===== src/rtl/palette_range_cycler_defines.svh =====
// Assertion macros shared by the palette range cycler RTL.
// Uses the clk and arst_n signals of the module that expands them.
`ifndef PALETTE_RANGE_CYCLER_DEFINES_SVH
`define PALETTE_RANGE_CYCLER_DEFINES_SVH

// Same-cycle implication, disabled during reset.
`define PCR_ASSERT_IMP(label, ante, cons, msg) \
	label: assert property (@(posedge clk) disable iff (!arst_n) (ante) |-> (cons)) \
		else $error(msg);

// Next-cycle implication, disabled during reset.
`define PCR_ASSERT_NXT(label, ante, cons, msg) \
	label: assert property (@(posedge clk) disable iff (!arst_n) (ante) |=> (cons)) \
		else $error(msg);

`endif


===== src/rtl/pcr_pkg.sv =====
// Shared types and constants of the palette range cycler.
// No dependencies.
package pcr_pkg;

	localparam logic [2:0] CMD_LOAD  = 3'd0;
	localparam logic [2:0] CMD_CYCLE = 3'd1;
	localparam logic [2:0] CMD_SHR   = 3'd2;
	localparam logic [2:0] CMD_SHL   = 3'd3;
	localparam logic [2:0] CMD_READ  = 3'd4;

	localparam int QUEUE_DEPTH = 2;
	localparam int COUNT_W     = 32;

	typedef enum logic [2:0] {
		OP_NONE,
		OP_IGNORE,
		OP_LOAD,
		OP_CYCLE,
		OP_SHR,
		OP_SHL,
		OP_READ
	} op_t;

	typedef struct packed {
		op_t                 op;
		logic [7:0]          index;
		logic [31:0]         colour;
		logic [7:0]          lo;
		logic [7:0]          hi;
		logic [COUNT_W-1:0]  count;
		logic [15:0]         tween;
	} item_t;

	typedef enum logic [2:0] {
		ST_IDLE,
		ST_MOD,
		ST_SWEEP,
		ST_SHIFT,
		ST_SHEND,
		ST_READ,
		ST_RESULT
	} state_t;

endpackage


===== src/rtl/pcr_fifo.sv =====
// Short queue of classified operations between the front and back ends.
// Depends on pcr_pkg.
module pcr_fifo (
	input  logic            clk,
	input  logic            arst_n,
	input  logic            push,
	input  pcr_pkg::item_t  item_in,
	output logic            full,
	input  logic            pop,
	output logic            valid,
	output pcr_pkg::item_t  head
);

	localparam int DEPTH = pcr_pkg::QUEUE_DEPTH;
	localparam int PTR_W = (DEPTH > 1) ? $clog2(DEPTH) : 1;
	localparam int CNT_W = $clog2(DEPTH + 1);

	pcr_pkg::item_t     entry_q [DEPTH];
	logic [PTR_W-1:0]   wr_ptr_q;
	logic [PTR_W-1:0]   rd_ptr_q;
	logic [CNT_W-1:0]   cnt_q;

	assign full  = cnt_q == CNT_W'(DEPTH);
	assign valid = cnt_q != '0;
	assign head  = entry_q[rd_ptr_q];

	always_ff @(posedge clk or negedge arst_n) begin
		if (!arst_n) begin
			wr_ptr_q <= '0;
			rd_ptr_q <= '0;
			cnt_q    <= '0;
		end else begin
			if (push) begin
				wr_ptr_q <= (wr_ptr_q == PTR_W'(DEPTH - 1)) ? '0 : wr_ptr_q + PTR_W'(1);
			end
			if (pop) begin
				rd_ptr_q <= (rd_ptr_q == PTR_W'(DEPTH - 1)) ? '0 : rd_ptr_q + PTR_W'(1);
			end
			if (push && !pop) begin
				cnt_q <= cnt_q + CNT_W'(1);
			end else if (pop && !push) begin
				cnt_q <= cnt_q - CNT_W'(1);
			end
		end
	end

	always_ff @(posedge clk) begin
		if (push) begin
			entry_q[wr_ptr_q] <= item_in;
		end
	end

endmodule


===== config.mk =====
export PLATFORM = sky130hd
export DESIGN_NAME = pcr_fifo
export DESIGN_NICKNAME = d
export VERILOG_FILES = /design/src/rtl/palette_range_cycler_defines.svh /design/src/rtl/pcr_pkg.sv /design/src/rtl/pcr_fifo.sv
export SDC_FILE = /design/constraint.sdc
export NUM_CORES = 1
export LEC_CHECK = 0
export ABC_AREA = 1
export ABC_CLOCK_PERIOD_IN_PS = 5000
export BUFFER_PORTS_ARGS = -buffer_cell sky130_fd_sc_hd__buf_2
export CAP_MARGIN = 20
export CORE_ASPECT_RATIO = 2
export CORE_MARGIN = 2
export CORE_UTILIZATION = 47
export DETAILED_ROUTE_END_ITERATION = 16
export PLACE_DENSITY = 0.75
export SKIP_CTS_REPAIR_TIMING = 1
export SYNTH_ARGS = -nofsm -noshare
export SYNTH_HDL_FRONTEND = slang
export SYNTH_SLANG_ARGS = --single-unit

===== constraint.sdc =====
create_clock -name clk -period 5 [get_ports clk]
set_input_delay 0.5 -clock clk [delete_from_list [all_inputs] [get_ports clk]]
set_output_delay 0.5 -clock clk [all_outputs]
set_load 0.02 [all_outputs]

* Word level (Yosys, flattened, before mapping)
Memories as Yosys holds them, arrays and structs flattened.
Cells that the tools add are included.
** Word-level totals
- Logic and storage cells :: 21
- Memories :: 1
- Output and inout bits :: 109
- RAM bits :: 214
- Register bits after elaboration :: 4
** Memory list
- entry_q :: words 2, width 107, read ports 1, clocked after Yosys merged registers in 0, write ports 1, line pcr_fifo.sv:18 : pcr_pkg::item_t entry_q [DEPTH];
** Operators by class
- Reductions and logical operators :: 6
- Equality and inequality tests :: 1
- Multiplexer cells :: 6
- Add/subtract/negate cells :: 4
** Operators by type and width (count)
- $mux 1 :: 4
- $mux 2 :: 2
- $reduce_bool 2->1 :: 2
- $add 1x1->1 const B :: 2
- $add 2x1->2 const B :: 1
- $eq 2x2->1 const B :: 1
- $logic_and 1x1->1 :: 2
- $logic_not 1->1 :: 2
- $sub 2x1->2 const B :: 1

* Logic depth before layout (Yosys ltp)
Gate-level depths: netlist (run 1).
- Word-level depth :: 4
- Gate-level depth with buffers :: 7

* Worst setup path before layout (run 1)
No wires, ideal clock.
- Path kind :: input to register
- Start point :: input push
- End point :: memory entry_q[0][0] (netlist name) (enable)
- Buffers on the path :: 0
- Stages :: 2
- Arrival :: 5.018 ns
- Path slack :: -0.595 ns
- Path through :: inv_1 > nor2_1
** On the way
- Word-level cells in the longest chain between the ends :: 2
** Ends and longest elaborated chain
- start: declaration :: line pcr_fifo.sv:6 : input logic push,
- $mux 1 :: line pcr_fifo.sv:48 : if (push) begin
- $mux 1 (implied by the code) :: line pcr_fifo.sv:49 : entry_q[wr_ptr_q] <= item_in;
- end: declaration :: line pcr_fifo.sv:18
Every way passes these cells.

==> run metrics, run 1 <==
vias=4116; Yosys reg bits=roughly 220; Chip Width=between 90 and 100 um; Pwr Density=581 nW/um^2; DRT Pass-1 Iters=4; grt total ovfl=0; largest net degree at the start of global routing=67; WP data arrival=2530 ps; gr usage total=17.1%; WL/cell=around 19 um; max-cap violations=0; initial antenna violation count=8; number of port buffers=219; final hold violations=0; Critical Path Start Type=register; max_slew headroom=roughly two fifths; setup violators final=0; skew final=8.38 ps; setup TNS=0 ps; crit end category=primary output; antenna-violating nets left=0; critical-path maximum fanout=45; outcome=complete, no violations; Clk Latency, worst-skew pair=470 ps; Post-Route Utilization=59.5%; row count=67; classification of the worst-slack hold path=input pin to register; RePlAce Congestion=0.734; crit share post-route=60.7%; Iter 0 DRT Violations=between 200 and 250; RSZ-0062 raised after global routing=no; CTS tree=done; core area=16700 sq um; synth unique cells=14; Clock Pin Slew Worst Setup and Hold Paths=70 ps; Final Slew Violations=0; synthesized area=8000 sq um; Post-Syn Nets=470; min Tclk post-route=3030 ps; first-pass GRT wire length=between 20000 and 25000 um; LEAKAGE=3.81 nW; die height=188 um; initial core utilization=47.9%; vias in the first global route=4537; # H-tree levels=1; Worst Setup Path Type=register to primary output; Root Driver=clkbuf_16; worst-margin pin slew=~870 ps; Sink Count=218; fill cell count=~1200; Syn-to-layout area delta=24.0%; final wirelength=15600 um; Ys Warns=0; Via density=5.04; fmax=330 MHz; Total Die Area=18100 sq um; Post-DP HPWL=around 11000 um; mean post-synth cell area=22.3 sq um; Syn Inst Count=358; CTS Buf Count=19; clk buf depth=3; required time of the critical path=4500 ps; share of layout cells above drive strength 1=59.8%; # IOs=220; Remaining DRCs=0; Total Nets Final=704; Peak VDD IR=around 530 uV; post-synthesis sequential area ratio=~82%
-- cells in the mapped netlist --
cell type / instances / area, sq um
ha_1: 1 / 12.5
mux2_4: 20 / 300
inv_1: 7 / 26.3
nand2_1: 6 / 22.5
xnor2_1: 1 / 8.76
nand4_1: 1 / 6.26
buf_2: 8 / 40.0
nor2_1: 2 / 7.51
buf_6: 4 / 45.0
edfxtp_1: 214 / 6430
mux2_2: 87 / 980
xor2_1: 2 / 17.5
dfrtp_1: 4 / 100
nand3_1: 1 / 5.00
-- sequential cells by signal, indices dropped and copies added (netlist names) --
name	flops
cnt_q	2
entry_q	214
wr_ptr_q	1
rd_ptr_q	1
-- path summary, 6_finish.rpt --
path,depth (start not counted),slack (ps),start,to
min in group asynchronous,2,370,arst_n,cnt_q[0]
worst max register to register,3,2780,wr_ptr_q,entry_q[1][11]
worst min-delay path,1,210,item_in[78],entry_q[0][78]
max in group asynchronous,2,4480,arst_n,rd_ptr_q
worst max-delay path,3,1970,rd_ptr_q,head[36]
worst min register to register,2,510,cnt_q[1],cnt_q[1]
-- power breakdown --
| part | switching, W | leakage (nW) | internal, W | total [W] |
|---|---|---|---|---|
| clock | 0.000593 | 0.283 | 0.000765 | 0.00136 |
| sequential | 0.000159 | 2.05 | 0.00243 | 0.00259 |
| combinational | 0.00108 | 1.47 | 0.000741 | 0.00182 |
| total | 0.00183 | 3.81 | 0.00394 | 0.00577 |
-- through the flow --
stage | instances | power, W | cell area [sq um] | worst slack, ps | hold WS (ps)
after detailed placement | 777 | 0.00448 | 9320 | 2430 | 315
after floorplan | 358 | 0.00392 | 8000 | 1270 | 204
after CTS | 810 | 0.00585 | 9900 | 1920 | -196
final | 816 | 0.00577 | 9920 | 1970 | 212
after global routing | 816 | 0.00605 | 9920 | 1800 | 190
after global placement | 777 | 0.00443 | 9320 | 2490 | 310
-- cells by family after synthesis --
family        after synthesis  synth area share (%)
xor+xnor                    3                 0.329
fa+ha+maj                   1                 0.156
buf+inv                    19                  1.39
flops                     218                  81.6
mux                       107                  16.0
simple gates               10                 0.516
-- cell usage in the layout, fill, tap and decap left out, drive strengths merged --
cell type | netlist | final
ha | 1 | 1
nand4 | 1 | 1
clkbuf | 0 | 29
clkinvlp | 0 | 1
dlygate4sd3 | 0 | 1
diode | 0 | 5
buf | 12 | 224
nand2 | 6 | 6
dfrtp | 4 | 4
nor2 | 2 | 2
edfxtp | 214 | 214
inv | 7 | 8
nand3 | 1 | 1
clkinv | 0 | 2
xnor2 | 1 | 1
mux2 | 107 | 107
xor2 | 2 | 2
-- final cells by class --
class                           instances  area, sq um  area share, %
Sequential cell                       218         6530           65.8
Multi-Input combinational cell        121         1370           13.8
Timing Repair Buffer                  225         1140           11.5
Clock buffer                           29          553           5.57
Tap cell                              207          259           2.61
Inverter                                7         28.8          0.290
Clock inverter                          4         26.3          0.265
Antenna cell                            5         12.5          0.126
-- per-layer routing --
metal,up-vias,GRT usage (%),part of all wire (%)
li1,1877,-,-
met1,2010,15.8,31
met2,169,31.6,58
met3,54,4.68,6.7
met4,6,10.0,4.7
met5,-,0,0.24
-- worst max-delay path, stage by stage, from the launching register on --
cell and delay, ps:
dfrtp_4 830, buf_4 600, mux2_2 430, buf_2 170
No activity file was read; power rests on OpenSTA's default activity.
==> run 2: changes to the inputs <==
- ABC_CLOCK_PERIOD_IN_PS: 5000 -> 2700
- clock period: 5 -> 2.7 ns (I/O delays scaled with it)
==> run metrics, run 2 (synthesized netlist as in run 1, its figures left out) <==
WHS=87.0 ps (-125 ps); Total Nets Final=814 (+16%); biggest regs=entry_q x214, cnt_q x2; CTS tree=done; final wirelength=17300 um (+11%); Remaining DRCs=0 (unchanged); max FFs per register=214 (unchanged); setup violators final=0 (unchanged); classification of the worst-slack hold path=input pin to register; antenna-violating nets left=0 (unchanged); min Tclk post-route=around 2400 ps; max_slew headroom=50.7% (+8.8 points); Total Die Area=18100 sq um (unchanged); Post-DP HPWL=11000 um (+0.92%); Iter 0 DRT Violations=196 (-13%); Via density=4.95 (-1.8%); critical path startpoint=rd_ptr_q; Pwr Density=987 nW/um^2 (+70%); outcome=complete, no violations; crit share post-route=88.2%; # IOs=220 (unchanged); WL/cell=18.9 um (-1.3%); initial antenna violation count=1 (-7); Peak VDD IR=644 uV (+21%); LEAKAGE=4.27 nW (+12%); Critical Path Start Type=register; Final Slew Violations=0 (unchanged); number of port buffers=219 (unchanged); most common cell after layout, fill and taps aside=buf_2; DRT Pass-1 Iters=4 (unchanged); Syn-to-layout area delta=37.9%; largest net degree at the start of global routing=53 (-21%); skew final=11.3 ps (+2.95 ps); Clk Latency, worst-skew pair=470 ps (about the same); Root Driver=clkbuf_16; Clock Pin Slew Worst Setup and Hold Paths=60 ps (about the same); first-pass GRT wire length=23200 um (+0.30%); commonest non-fill, non-tap cells in the layout=buf_2 (219), edfxtp_1 (214), dlygate4sd3_1 (109); met3 WL=980 um (-5.8%); Worst Setup Path Type=register to primary output; vias=4558 (+11%); # H-tree levels=1 (unchanged); grt total ovfl=0 (unchanged); initial core utilization=47.9% (unchanged); gr usage total=17.2% (+0.091 points); clk buf depth=3 (unchanged); final hold violations=0 (unchanged); Sink Count=218 (unchanged); RePlAce Congestion=0.764 (+4.1%); share of layout cells above drive strength 1=50.1% (-9.6 points); required time of the critical path=2430 ps (-2070 ps); WP data arrival=2110 ps (-420 ps); Chip Width=96.2 um (unchanged); fmax=around 420 MHz; critical-path maximum fanout=43 (-4.4%); vias in the first global route=4585 (+1.1%); crit end category=primary output; worst-margin pin slew=740 ps (-132 ps); top layer in use=met4; max-cap violations=0 (unchanged); setup TNS=0 ps (unchanged); core area=16700 sq um (unchanged); row count=67 (unchanged); Reg-to-Reg Start=wr_ptr_q; die height=188 um (unchanged); worst hold start=push; CTS Buf Count=19 (unchanged); RSZ-0062 raised after global routing=no; Biggest register=entry_q; M1 WL=5700 um (+19%); met2 WL=9970 um (+11%)
## run 2: area by class of cell
class,instances,area (sq um)
flip-flops and latches,218,6530
fillers,1111,5660
repair buffers,335,2290
multi-input cells,121,1370
clock buffers,24,494
well taps,207,259
clock inverters,7,53.8
inverters,7,30.0
diodes,1,2.50
## run 2: routing by layer
layer  vias to the layer above  GRT usage (%)
li1                       2090              -
met4                         0           7.42
met3                        45           4.52
met5                         -              0
met2                       168           33.3
met1                      2255           15.7
## run 2: path summary, 6_finish.rpt
path,slack (ps),depth (start not counted),endpoint
worst max-delay path,320,3,head[81]
worst min-delay path,90,2,wr_ptr_q
worst max register to register,950,3,entry_q[1][64]
worst min register to register,510,2,cnt_q[1]
max in group asynchronous,2410,2,rd_ptr_q
min in group asynchronous,150,2,rd_ptr_q
## run 2: through the flow
step | utilization, % | cells | setup slack [ps] | total power, W | cell area (sq um)
floorplan | - | 358 | 221 | 0.00724 | 8010
global placement | 56.3 | 779 | 828 | 0.00828 | 9390
detailed placement | 56.3 | 779 | 811 | 0.00838 | 9390
CTS | 59.5 | 810 | 307 | 0.0108 | 9930
global route | 66.1 | 920 | 252 | 0.0114 | 11000
finish | 66.1 | 920 | 320 | 0.0109 | 11000
## run 2: power breakdown
| part | internal (W) | switching [W] |
|---|---|---|
| clock network | 0.00138 | 0.00107 |
| registers | 0.00449 | 0.000258 |
| logic | 0.00155 | 0.00213 |
## run 2: worst max-delay path, cell delays in order, from the launching register on
cell     delay [ps]
dfrtp_4         710
buf_12          310
mux2_2          400
buf_2           170
