$ cat src/rtl/palette_range_cycler_defines.svh
// Assertion macros shared by the palette range cycler RTL.
// Uses the clk and arst_n signals of the module that expands them.
`ifndef PALETTE_RANGE_CYCLER_DEFINES_SVH
`define PALETTE_RANGE_CYCLER_DEFINES_SVH

// Same-cycle implication, disabled during reset.
`define PCR_ASSERT_IMP(label, ante, cons, msg) \
	label: assert property (@(posedge clk) disable iff (!arst_n) (ante) |-> (cons)) \
		else $error(msg);

// Next-cycle implication, disabled during reset.
`define PCR_ASSERT_NXT(label, ante, cons, msg) \
	label: assert property (@(posedge clk) disable iff (!arst_n) (ante) |=> (cons)) \
		else $error(msg);

`endif

$ cat src/rtl/pcr_pkg.sv
// Shared types and constants of the palette range cycler.
// No dependencies.
package pcr_pkg;

	localparam logic [2:0] CMD_LOAD  = 3'd0;
	localparam logic [2:0] CMD_CYCLE = 3'd1;
	localparam logic [2:0] CMD_SHR   = 3'd2;
	localparam logic [2:0] CMD_SHL   = 3'd3;
	localparam logic [2:0] CMD_READ  = 3'd4;

	localparam int QUEUE_DEPTH = 2;
	localparam int COUNT_W     = 32;

	typedef enum logic [2:0] {
		OP_NONE,
		OP_IGNORE,
		OP_LOAD,
		OP_CYCLE,
		OP_SHR,
		OP_SHL,
		OP_READ
	} op_t;

	typedef struct packed {
		op_t                 op;
		logic [7:0]          index;
		logic [31:0]         colour;
		logic [7:0]          lo;
		logic [7:0]          hi;
		logic [COUNT_W-1:0]  count;
		logic [15:0]         tween;
	} item_t;

	typedef enum logic [2:0] {
		ST_IDLE,
		ST_MOD,
		ST_SWEEP,
		ST_SHIFT,
		ST_SHEND,
		ST_READ,
		ST_RESULT
	} state_t;

endpackage

$ cat src/rtl/pcr_front.sv
// Front end: accepts input items and classifies them into queue operations.
// Depends on pcr_pkg.
module pcr_front #(
	parameter int PALETTE_ENTRIES = 256
) (
	input  logic                          in_valid,
	output logic                          in_ready,
	input  logic [2:0]                    cmd,
	input  logic [7:0]                    entry_index,
	input  logic [31:0]                   entry_colour,
	input  logic [7:0]                    range_low,
	input  logic [7:0]                    range_high,
	input  logic [pcr_pkg::COUNT_W-1:0]   cycle_count,
	input  logic [15:0]                   tween_frac,
	input  logic                          q_full,
	output logic                          q_push,
	output pcr_pkg::item_t                q_item
);

	localparam logic [8:0] LIMIT = 9'(PALETTE_ENTRIES);

	logic idx_ok;
	logic rng_ok;
	pcr_pkg::op_t op;

	assign idx_ok = {1'b0, entry_index} < LIMIT;
	assign rng_ok = (range_low < range_high) && ({1'b0, range_high} < LIMIT);

	always_comb begin
		op = pcr_pkg::OP_NONE;
		unique case (cmd)
			pcr_pkg::CMD_LOAD:  op = idx_ok ? pcr_pkg::OP_LOAD : pcr_pkg::OP_NONE;
			pcr_pkg::CMD_CYCLE: op = rng_ok ? pcr_pkg::OP_CYCLE : pcr_pkg::OP_IGNORE;
			pcr_pkg::CMD_SHR:   op = rng_ok ? pcr_pkg::OP_SHR : pcr_pkg::OP_IGNORE;
			pcr_pkg::CMD_SHL:   op = rng_ok ? pcr_pkg::OP_SHL : pcr_pkg::OP_IGNORE;
			pcr_pkg::CMD_READ:  op = idx_ok ? pcr_pkg::OP_READ : pcr_pkg::OP_NONE;
			default:            op = pcr_pkg::OP_NONE;
		endcase
	end

	always_comb begin
		q_item.op     = op;
		q_item.index  = entry_index;
		q_item.colour = entry_colour;
		q_item.lo     = range_low;
		q_item.hi     = range_high;
		q_item.count  = cycle_count;
		q_item.tween  = tween_frac;
	end

	assign in_ready = !q_full;
	assign q_push   = in_valid && !q_full;

endmodule

$ cat config.mk
export PLATFORM = sky130hd
export DESIGN_NAME = pcr_front
export DESIGN_NICKNAME = d
export VERILOG_FILES = /design/src/rtl/palette_range_cycler_defines.svh /design/src/rtl/pcr_pkg.sv /design/src/rtl/pcr_front.sv
export SDC_FILE = /design/constraint.sdc
export NUM_CORES = 1
export LEC_CHECK = 0
export BUFFER_PORTS_ARGS = -buffer_cell sky130_fd_sc_hd__buf_4
export CAP_MARGIN = 20
export CORE_AREA = 2 2 84 86
export DETAILED_ROUTE_END_ITERATION = 16
export DIE_AREA = 0 0 86 88
export GPL_ROUTABILITY_DRIVEN = 1
export RECOVER_POWER = 100
export SLEW_MARGIN = 10
export SYNTH_ARGS = -nofsm -noshare
export SYNTH_HDL_FRONTEND = slang
export SYNTH_SLANG_ARGS = --single-unit
$ cat constraint.sdc
create_clock -name vclk -period 4
set_clock_uncertainty 0.15 [all_clocks]
set_input_delay 0.6 -clock vclk [all_inputs]
set_output_delay 0.6 -clock vclk [all_outputs]
set_load 0.05 [all_outputs]
# Word-level counts from Yosys, hierarchy flattened
# Cells that the tools add are included.
# classes
reduce_logical	3
shift	0
n_mux	4
bitwise	0
n_div	0
n_eq_ne	4
magnitude_cmp	1
n_addsub	0
multipliers	0
# op_table
op	count
one-hot mux 3 bit (5 select lines)	1
< comparator 8 bit	1
equality test 3 x 2 -> 1 bit, second input constant	2
two-way mux 3 bit	2
equality test 3 x 1 -> 1 bit, second input constant	1
equality test 3 bit, second input constant	1
logical NOT 3 bit	1
two-way mux 2 bit	1
logical AND 1 bit	1
logical NOT 1 bit	1
# totals
elab_cells	12
reg_bits	0
out_inout_bits	109
input_bits	109
n_memories	0
latchBits	0
ramBits	0
romBits	0

# Longest topological paths before layout
# Gate-level depths: netlist of the first run.
# logic_depth
depth_word	3
ltp_mapped	6
mapped_depth_nobuf	6

# Worst setup path after synthesis of the first run
# Ideal clock, no wire load.
# synth_path
path_kind	input to output
from	input range_high[7]
to	output q_item[104] (netlist name)
n_path_buf	0
cell_stages	5
arrival_ns	2.098
slack_ns	1.152
t_required_ns	3.250
cell_sequence	inv_1 ha_1 nand4_1 a211o_1 a311oi_2
# synth_lines
item	line_no	text
start: declaration	pcr_front.sv:12	input logic [7:0] range_high,
end: declaration	pcr_front.sv:17	output pcr_pkg::item_t q_item

==> metrics.md, run 1 <==
| Metric | Value |
|---|---|
| Status | `finished clean` |
| Final Cycle Share | `about three quarters` |
| Tmin final | `roughly 3000 ps` |
| Cell Pwr Density | `~160 nW/um^2` |
| Yosys cell types | `16` |
| Final net count | `about 190` |
| Max-slew headroom | `58.4%` |
| Worst Hold Class | `input port to primary output` |
| Residual DRC | `0` |
| Critical path arrival | `2260 ps` |
| First drt pass iteration count | `2` |
| Vias | `about 520` |
| I/O Pins | `between 200 and 250` |
| Setup Buffers After CTS | `0` |
| Die height | `just under 90 um` |
| Hold_ws | `between 1000 and 1500 ps` |
| Cts hold-fix bufs | `0` |
| Clock Buffer Count | `0` |
| Largest family of logic cells by synthesized area | `buffers and inverters` |
| Yosys warning count | `0` |
| Post-DRT Antenna Nets | `0` |
| Max-slew violation count | `0` |
| Compound-gate portion of the synthesized area | `7.60%` |
| Number of global-route vias before repair | `about 500` |
| Worst Hold Endpoint | `q_item[13]` |
| First-pass GRT wire length | `about 2900 um` |
| Core area | `between 6000 and 7000 um^2` |
| Grt ovf | `0` |
| Die Wd | `~86 um` |
| DR vias/cell | `3.41` |
| Syn nets | `around 250` |
| Area grow syn2layout | `-43.5%` |
| IO buf count | `42` |
| Simple-gate portion of the synthesized area | `4.04%` |
| Flip-flop and latch count | `0` |
| Post-Synth Adder-Cell Area | `under 10%` |
| Max_cap viols | `0` |
| DRT iter0 DRCs | `5` |
| Fmax | `around 330 MHz` |
| Setup violations, final | `0` |
| Critical Path RT | `between 3000 and 4000 ps` |
| Register area | `0 um^2` |
| GRT Util Overall | `under 10%` |
| Max FO, Critical Path | `3` |
| WL per Instance | `approximately 15 um` |
| Critical path capture point type | `primary output` |
| Placed instance area | `roughly 660 um^2` |
| Total negative slack | `0 ps` |
| CP Launch Type | `input port` |
| Row count | `30` |
| Hold Crit Depth | `0` |
| Initial antenna violation count | `0` |
| Final Hold Viols | `0` |
| RSZ-0062 raised after global routing | `no` |
| Post-CTS Resized | `0` |
| Final wirelength | `approximately 2300 um` |
| Design Power | `0.0933 mW` |
| Post-Syn Area | `1020 um^2` |
| Xor-xnor portion of the synthesized cell area | `0%` |
| Sequential-to-total area share from yosys stat | `0%` |
| Hold_sp | `tween_frac[13]` |
| VDD IR-drop max | `about 0.02 mV` |
| Worst-margin pin slew | `between 600 and 700 ps` |
| Detailed Place HPWL | `slightly above 2000 um` |
| Avg Cell Area, Syn | `about 7.6 um^2` |
| Leakage power | `0.263 nW` |
| Initial core utilization | `15.4%` |
| Largest net degree at the start of global routing | `5` |
| Routability cong. | `roughly 0.54` |
| WS Path Type | `input port to primary output` |
| Mux contribution to synthesized area | `0%` |
| Final Core Density | `approximately 8.7%` |
| Synth Instances | `between 100 and 150` |
| Design area | `approximately 580 um^2` |
| Share of layout cells above drive strength 1 | `32.9%` |
| Die Footprint | `about 7600 um^2` |
| # diodes | `0` |
-- final cells by class --
type               instances  area, um^2
fillers                  774        6070
multi-input cells         22         206
repair buffers            42         236
well taps                 80         100
inverters                  9        33.8
-- through the flow --
step                      setup WS [ps]  instances
after global placement             1180        153
after global routing                842        153
after floorplan                    1150        135
after detailed placement           1180        153
after CTS                          1180        153
final                               991        153
-- power breakdown --
part / switching (mW) / internal [mW] / total (mW) / leakage (nW)
sequential: 0 / 0 / 0 / 0
clock: 0 / 0 / 0 / 0
combinational: 0.0649 / 0.0284 / 0.0933 / 0.263
-- metal layers --
metal	vias up	wire length, um	global-route usage (%)	part of all wire, %
li1	199	-	-	-
met1	205	349	2.23	15
met2	73	1150	9.94	50
met3	44	545	3.96	24
met4	0	246	5.48	11
met5	-	0	0	0
-- Yosys cell counts --
cell type	count	area (um^2)
clkinv_1	1	3.75
nor2b_1	1	6.26
a211o_1	2	17.5
ha_1	7	87.6
a31o_2	1	8.76
nor3_1	1	5.00
o211ai_2	1	12.5
buf_4	104	781
nand4_1	1	6.26
a211oi_1	1	7.51
a22o_1	1	8.76
inv_1	8	30.0
o211ai_1	1	7.51
nor2_1	3	11.3
a311oi_2	1	15.0
and4bb_1	1	12.5
-- worst max path at each step --
stage	to	start	slack, ps
5_1_grt	q_item[104]	range_high[7]	840
3_5_place_dp	q_item[104]	range_low[7]	1180
2_1_floorplan	q_item[104]	range_high[7]	1150
4_1_cts	q_item[104]	range_low[7]	1180
6_report	q_item[104]	range_low[7]	990
3_3_place_gp	q_item[104]	range_low[7]	1180
-- placed cells by master, fill, tap and decap left out, types with 2 or more instances in the layout --
cell and n:
clkbuf_1 21, inv_1 8, ha_1 7, buf_4 21
a211o_1 2, nor2_1 3
-- logic make-up after synthesis --
family                   Yosys count
AO/OA/AOI/OAI                      8
adder cells (fa/ha/maj)            7
buffers and inverters            113
AND/OR/NAND/NOR                    7
-- worst max-delay path: stages --
cell and delay [ps]:
buf_4 110, ha_1 310, nand4_1 130, a211o_1 360, a311oi_2 250, clkbuf_1 490
Note: power is estimated with default switching activity, not from simulation.
==> run 2, diff against run 1 <==
--- a/config.mk
+++ b/config.mk
@@ -7,9 +7,9 @@
 export LEC_CHECK = 0
 export BUFFER_PORTS_ARGS = -buffer_cell sky130_fd_sc_hd__buf_4
 export CAP_MARGIN = 20
-export CORE_AREA = 2 2 84 86
+export CORE_AREA = 2 2 85 87
 export DETAILED_ROUTE_END_ITERATION = 16
-export DIE_AREA = 0 0 86 88
+export DIE_AREA = 0 0 87 89
 export GPL_ROUTABILITY_DRIVEN = 1
 export RECOVER_POWER = 100
 export SLEW_MARGIN = 10
==> constraint.sdc (replaced) <==
create_clock -name vclk -period 2.6
set_clock_uncertainty 0.15 [all_clocks]
set_input_delay 0.39 -clock vclk [all_inputs]
set_output_delay 0.39 -clock vclk [all_outputs]
set_load 0.05 [all_outputs]
==> metrics.md, run 2 (synthesis gave the netlist of run 1 again) <==
| Metric | Value |
|---|---|
| Register area | `0 um^2 (unchanged)` |
| Total negative slack | `0 ps (unchanged)` |
| Post-CTS Resized | `0 (unchanged)` |
| Cell Pwr Density | `253 nW/um^2 (+56%)` |
| Most frequent cells in the layout | `buf_4, clkbuf_1, inv_1` |
| Grt ovf | `0 (unchanged)` |
| Worst stage delay on the critical path | `360 ps (-130 ps)` |
| Max-slew violation count | `0 (unchanged)` |
| Die Wd | `87 um (+1.2%)` |
| Final Hold Viols | `0 (unchanged)` |
| Detailed Place HPWL | `1810 um (-12%)` |
| Most common cell after layout, fill and taps aside | `buf_4` |
| Slowest CP cell | `a211o_1` |
| First drt pass iteration count | `4 (+2)` |
| First-pass GRT wire length | `2530 um (-12%)` |
| Largest net degree at the start of global routing | `5 (unchanged)` |
| Top delay family on crit path | `compound AO/OA/AOI/OAI gates` |
| CP Launch Type | `input port` |
| Final Cycle Share | `around 90%` |
| Bufs and invs on worst path | `3 (+1)` |
| Residual DRC | `0 (unchanged)` |
| Initial antenna violation count | `0 (unchanged)` |
| Max_cap viols | `0 (unchanged)` |
| CP cell instances | `buf_4, inv_1, ha_1, o211ai_1, a211o_1, a311oi_2, clkbuf_2` |
| Worst-margin pin slew | `619 ps (-8.40 ps)` |
| # diodes | `0 (unchanged)` |
| WS Path Type | `input port to primary output` |
| Final net count | `191 (unchanged)` |
| Final wirelength | `2060 um (-10%)` |
| Number of global-route vias before repair | `531 (+6.4%)` |
| Clock Buffer Count | `0 (unchanged)` |
| Flip-flop and latch count | `0 (unchanged)` |
| Leakage power | `0.272 nW (+3.6%)` |
| DR vias/cell | `3.31 (-2.7%)` |
| Die Footprint | `7740 um^2 (+2.3%)` |
| Max-slew headroom | `58.9% (+0.56 points)` |
| VDD IR-drop max | `0.0345 mV (+70%)` |
| Die height | `89 um (+1.1%)` |
| I/O Pins | `218 (unchanged)` |
| Share of layout cells above drive strength 1 | `37.0% (+4.1 points)` |
| Setup Buffers After CTS | `0 (unchanged)` |
| Status | `finished clean` |
| Design area | `581 um^2 (+0.65%)` |
| Critical Path RT | `2060 ps (-1190 ps)` |
| Max FO, Critical Path | `3 (unchanged)` |
| Initial core utilization | `15.2% (-0.17 points)` |
| Vias | `507 (-2.7%)` |
| Critical path capture point type | `primary output` |
| IO buf count | `42 (unchanged)` |
| Cts hold-fix bufs | `0 (unchanged)` |
| WL per Instance | `13.4 um (-10%)` |
| RSZ-0062 raised after global routing | `no` |
| Critical path arrival | `1840 ps (-420 ps)` |
| Area grow syn2layout | `-43.1%` |
| Setup violations, final | `0 (unchanged)` |
| Fmax | `between 400 and 500 MHz` |
| Worst Hold Class | `input port to primary output` |
| Tmin final | `2380 ps` |
| Core area | `6720 um^2 (+1.1%)` |
| Placed instance area | `656 um^2 (unchanged)` |
| GRT Util Overall | `4.34% (-0.76 points)` |
| DRT iter0 DRCs | `3 (-2)` |
| Routability cong. | `0.539 (-0.44%)` |
| Row count | `30 (unchanged)` |
| Post-DRT Antenna Nets | `0 (unchanged)` |
## run 2: path summary, 6_finish.rpt
path / from / endpoint / slack [ps] / cells after the start
worst max-delay path: range_high[2] / q_item[104] / 220 / 7
worst min-delay path: tween_frac[0] / q_item[0] / 630 / 0
## run 2: area by class of cell
class	count	area, um^2
multi-input cells	22	206
inverters	9	33.8
repair buffers	42	240
well taps	80	100
fillers	792	6140
## run 2: stage by stage
stage / worst slack [ps] / utilization, % / total power [mW] / cells / hold WS, ps
floorplan: 172 / - / 0.480 / 135 / 730
global placement: 236 / 9.76 / 0.166 / 153 / 630
detailed placement: 264 / 9.76 / 0.166 / 153 / 630
CTS: 261 / 9.76 / 0.167 / 153 / 630
global route: 136 / 8.64 / 0.159 / 153 / 630
finish: 218 / 8.64 / 0.147 / 153 / 630
## run 2: power by group
part	switching, mW	leakage, nW	internal [mW]
Clock	0	0	0
Sequential	0	0	0
Combinational	0.102	0.272	0.0453
## run 2: metal layers
metal / track usage, % / vias up / part of all wire (%)
met4: 6.53 / 0 / 15
met1: 2.52 / 211 / 23
li1: - / 197 / -
met2: 8.12 / 55 / 46
met3: 1.57 / 44 / 16
met5: 0 / - / 0
==> run 3, diff against run 2 <==
--- a/config.mk
+++ b/config.mk
@@ -5,7 +5,7 @@
 export SDC_FILE = /design/constraint.sdc
 export NUM_CORES = 1
 export LEC_CHECK = 0
-export BUFFER_PORTS_ARGS = -buffer_cell sky130_fd_sc_hd__buf_4
+export BUFFER_PORTS_ARGS = -buffer_cell sky130_fd_sc_hd__buf_2
 export CAP_MARGIN = 20
 export CORE_AREA = 2 2 85 87
 export DETAILED_ROUTE_END_ITERATION = 16
==> metrics.md, run 3 (synthesis gave the netlist of run 1 again) <==
| Metric | Value |
|---|---|
| Number of global-route vias before repair | `499 (-6.0%)` |
| GRT Util Overall | `4.28% (-0.058 points)` |
| # diodes | `0 (unchanged)` |
| Residual DRC | `0 (unchanged)` |
| Routability cong. | `0.540 (+0.15%)` |
| Max_cap viols | `0 (unchanged)` |
| Most common cell after layout, fill and taps aside | `buf_2` |
| Post-CTS Resized | `0 (unchanged)` |
| P_sw | `0.102 mW (+0.52%)` |
| First-pass GRT wire length | `2440 um (-3.6%)` |
| Critical Path RT | `2060 ps (about the same)` |
| Total negative slack | `0 ps (unchanged)` |
| VDD IR-drop max | `0.0351 mV (+1.7%)` |
| Cts hold-fix bufs | `0 (unchanged)` |
| DP Cell Count | `153 (unchanged)` |
| Leakage power | `0.254 nW (-6.7%)` |
| Logic pwr share | `100.0% (about the same)` |
| Max-slew violation count | `0 (unchanged)` |
| Max FO, Critical Path | `3 (unchanged)` |
| Share of layout cells above drive strength 1 | `37.0% (unchanged)` |
| Final wirelength | `2040 um (-0.88%)` |
| Final Cycle Share | `92.3% (+0.68 points)` |
| Design area | `528 um^2 (-9.1%)` |
| Critical path arrival | `1860 ps (+20 ps)` |
| Hold Crit Depth | `0 (unchanged)` |
| Setup WS pre-CTS | `199 ps (-64.3 ps)` |
| Worst Hold Class | `input port to primary output` |
| Die Footprint | `7740 um^2 (unchanged)` |
| Clock Buffer Count | `0 (unchanged)` |
| Final Non-Filler Cells | `153 (unchanged)` |
| Register area | `0 um^2 (unchanged)` |
| Core area | `6720 um^2 (unchanged)` |
| Flop pwr share | `0% (unchanged)` |
| DRT iter0 DRCs | `1 (-2)` |
| Setup Buffers After CTS | `0 (unchanged)` |
| First drt pass iteration count | `2 (-2)` |
| Fillers | `800 (+1.0%)` |
| Area grow syn2layout | `-48.3%` |
| Final net count | `191 (unchanged)` |
| Post-DRT Antenna Nets | `0 (unchanged)` |
| Row count | `30 (unchanged)` |
| Max-slew headroom | `58.7% (-0.25 points)` |
| Critical path capture point type | `primary output` |
| Switching part of the total | `73.7% (+4.5 points)` |
| Worst Hold Endpoint | `q_item[0]` |
| Tmin final | `2400 ps (+17.7 ps)` |
| Initial core utilization | `15.2% (unchanged)` |
| Flip-flop and latch count | `0 (unchanged)` |
| Die height | `89 um (unchanged)` |
| I/O Pins | `218 (unchanged)` |
| Die Wd | `87 um (unchanged)` |
| IO buf count | `42 (unchanged)` |
| Final Hold Viols | `0 (unchanged)` |
| DR vias/cell | `3.22 (-2.8%)` |
| Grt ovf | `0 (unchanged)` |
| Clk pwr share | `0% (unchanged)` |
| Status | `finished clean` |
| WS Path Type | `input port to primary output` |
| Post-layout worst setup margin | `200 ps (-17.7 ps)` |
| Largest net degree at the start of global routing | `5 (unchanged)` |
| CP Launch Type | `input port` |
| Cell Pwr Density | `262 nW/um^2 (+3.7%)` |
| Placed instance area | `551 um^2 (-16%)` |
| Int Pwr | `0.0364 mW (-20%)` |
| WL per Instance | `13.3 um (-0.88%)` |
| Hold_sp | `tween_frac[0]` |
| Initial antenna violation count | `0 (unchanged)` |
| RSZ-0062 raised after global routing | `no` |
| Detailed Place HPWL | `1810 um (-0.24%)` |
| Setup violations, final | `0 (unchanged)` |
| Most frequent cells in the layout | `buf_2, clkbuf_1, inv_1` |
| Design Power | `0.139 mW (-5.7%)` |
| Fmax | `417 MHz (-0.74%)` |
| Vias | `493 (-2.8%)` |
| Worst-margin pin slew | `623 ps (+3.70 ps)` |
## run 3: worst max-delay path, stage by stage
cell and delay, ps:
buf_2 90, inv_1 40, ha_1 280, o211ai_1 130
a211o_1 360, a311oi_2 250, clkbuf_2 310
## run 3: metal layers
metal  share of wire, %  vias up  track usage (%)
met1                 23      198             2.46
li1                   -      198                -
met2                 46       53             7.91
met4                 15        0             6.53
met5                  0        -                0
met3                 16       44             1.66
## run 3: worst max-delay path by stage
stage | from | cells after the start | slack [ps] | endpoint
after floorplan | range_high[7] | 5 | 170 | q_item[104]
after global placement | range_low[2] | 6 | 190 | q_item[106]
after detailed placement | range_high[2] | 7 | 200 | q_item[104]
after CTS | range_high[2] | 7 | 190 | q_item[106]
after global routing | range_high[2] | 7 | 100 | q_item[106]
final | range_high[2] | 7 | 200 | q_item[104]
## run 3: metrics by stage
step                      utilization (%)  hold slack (ps)
after detailed placement             8.19              630
after floorplan                         -              730
final                                7.86              630
after global routing                 7.86              630
after global placement               8.19              630
after CTS                            8.19              630
## run 3: final cells by class
cell class	count	area, um^2	share of cell area [%]
well taps	80	100	19.0
repair buffers	42	188	35.5
multi-input cells	22	206	39.1
inverters	9	33.8	6.40
## run 3: power groups by stage
stage          Sequential, mW  Clock, mW  Combinational (mW)
2_1_floorplan               0          0               0.480
3_3_place_gp                0          0               0.145
3_5_place_dp                0          0               0.146
4_1_cts                     0          0               0.146
5_1_grt                     0          0               0.150
6_report                    0          0               0.139
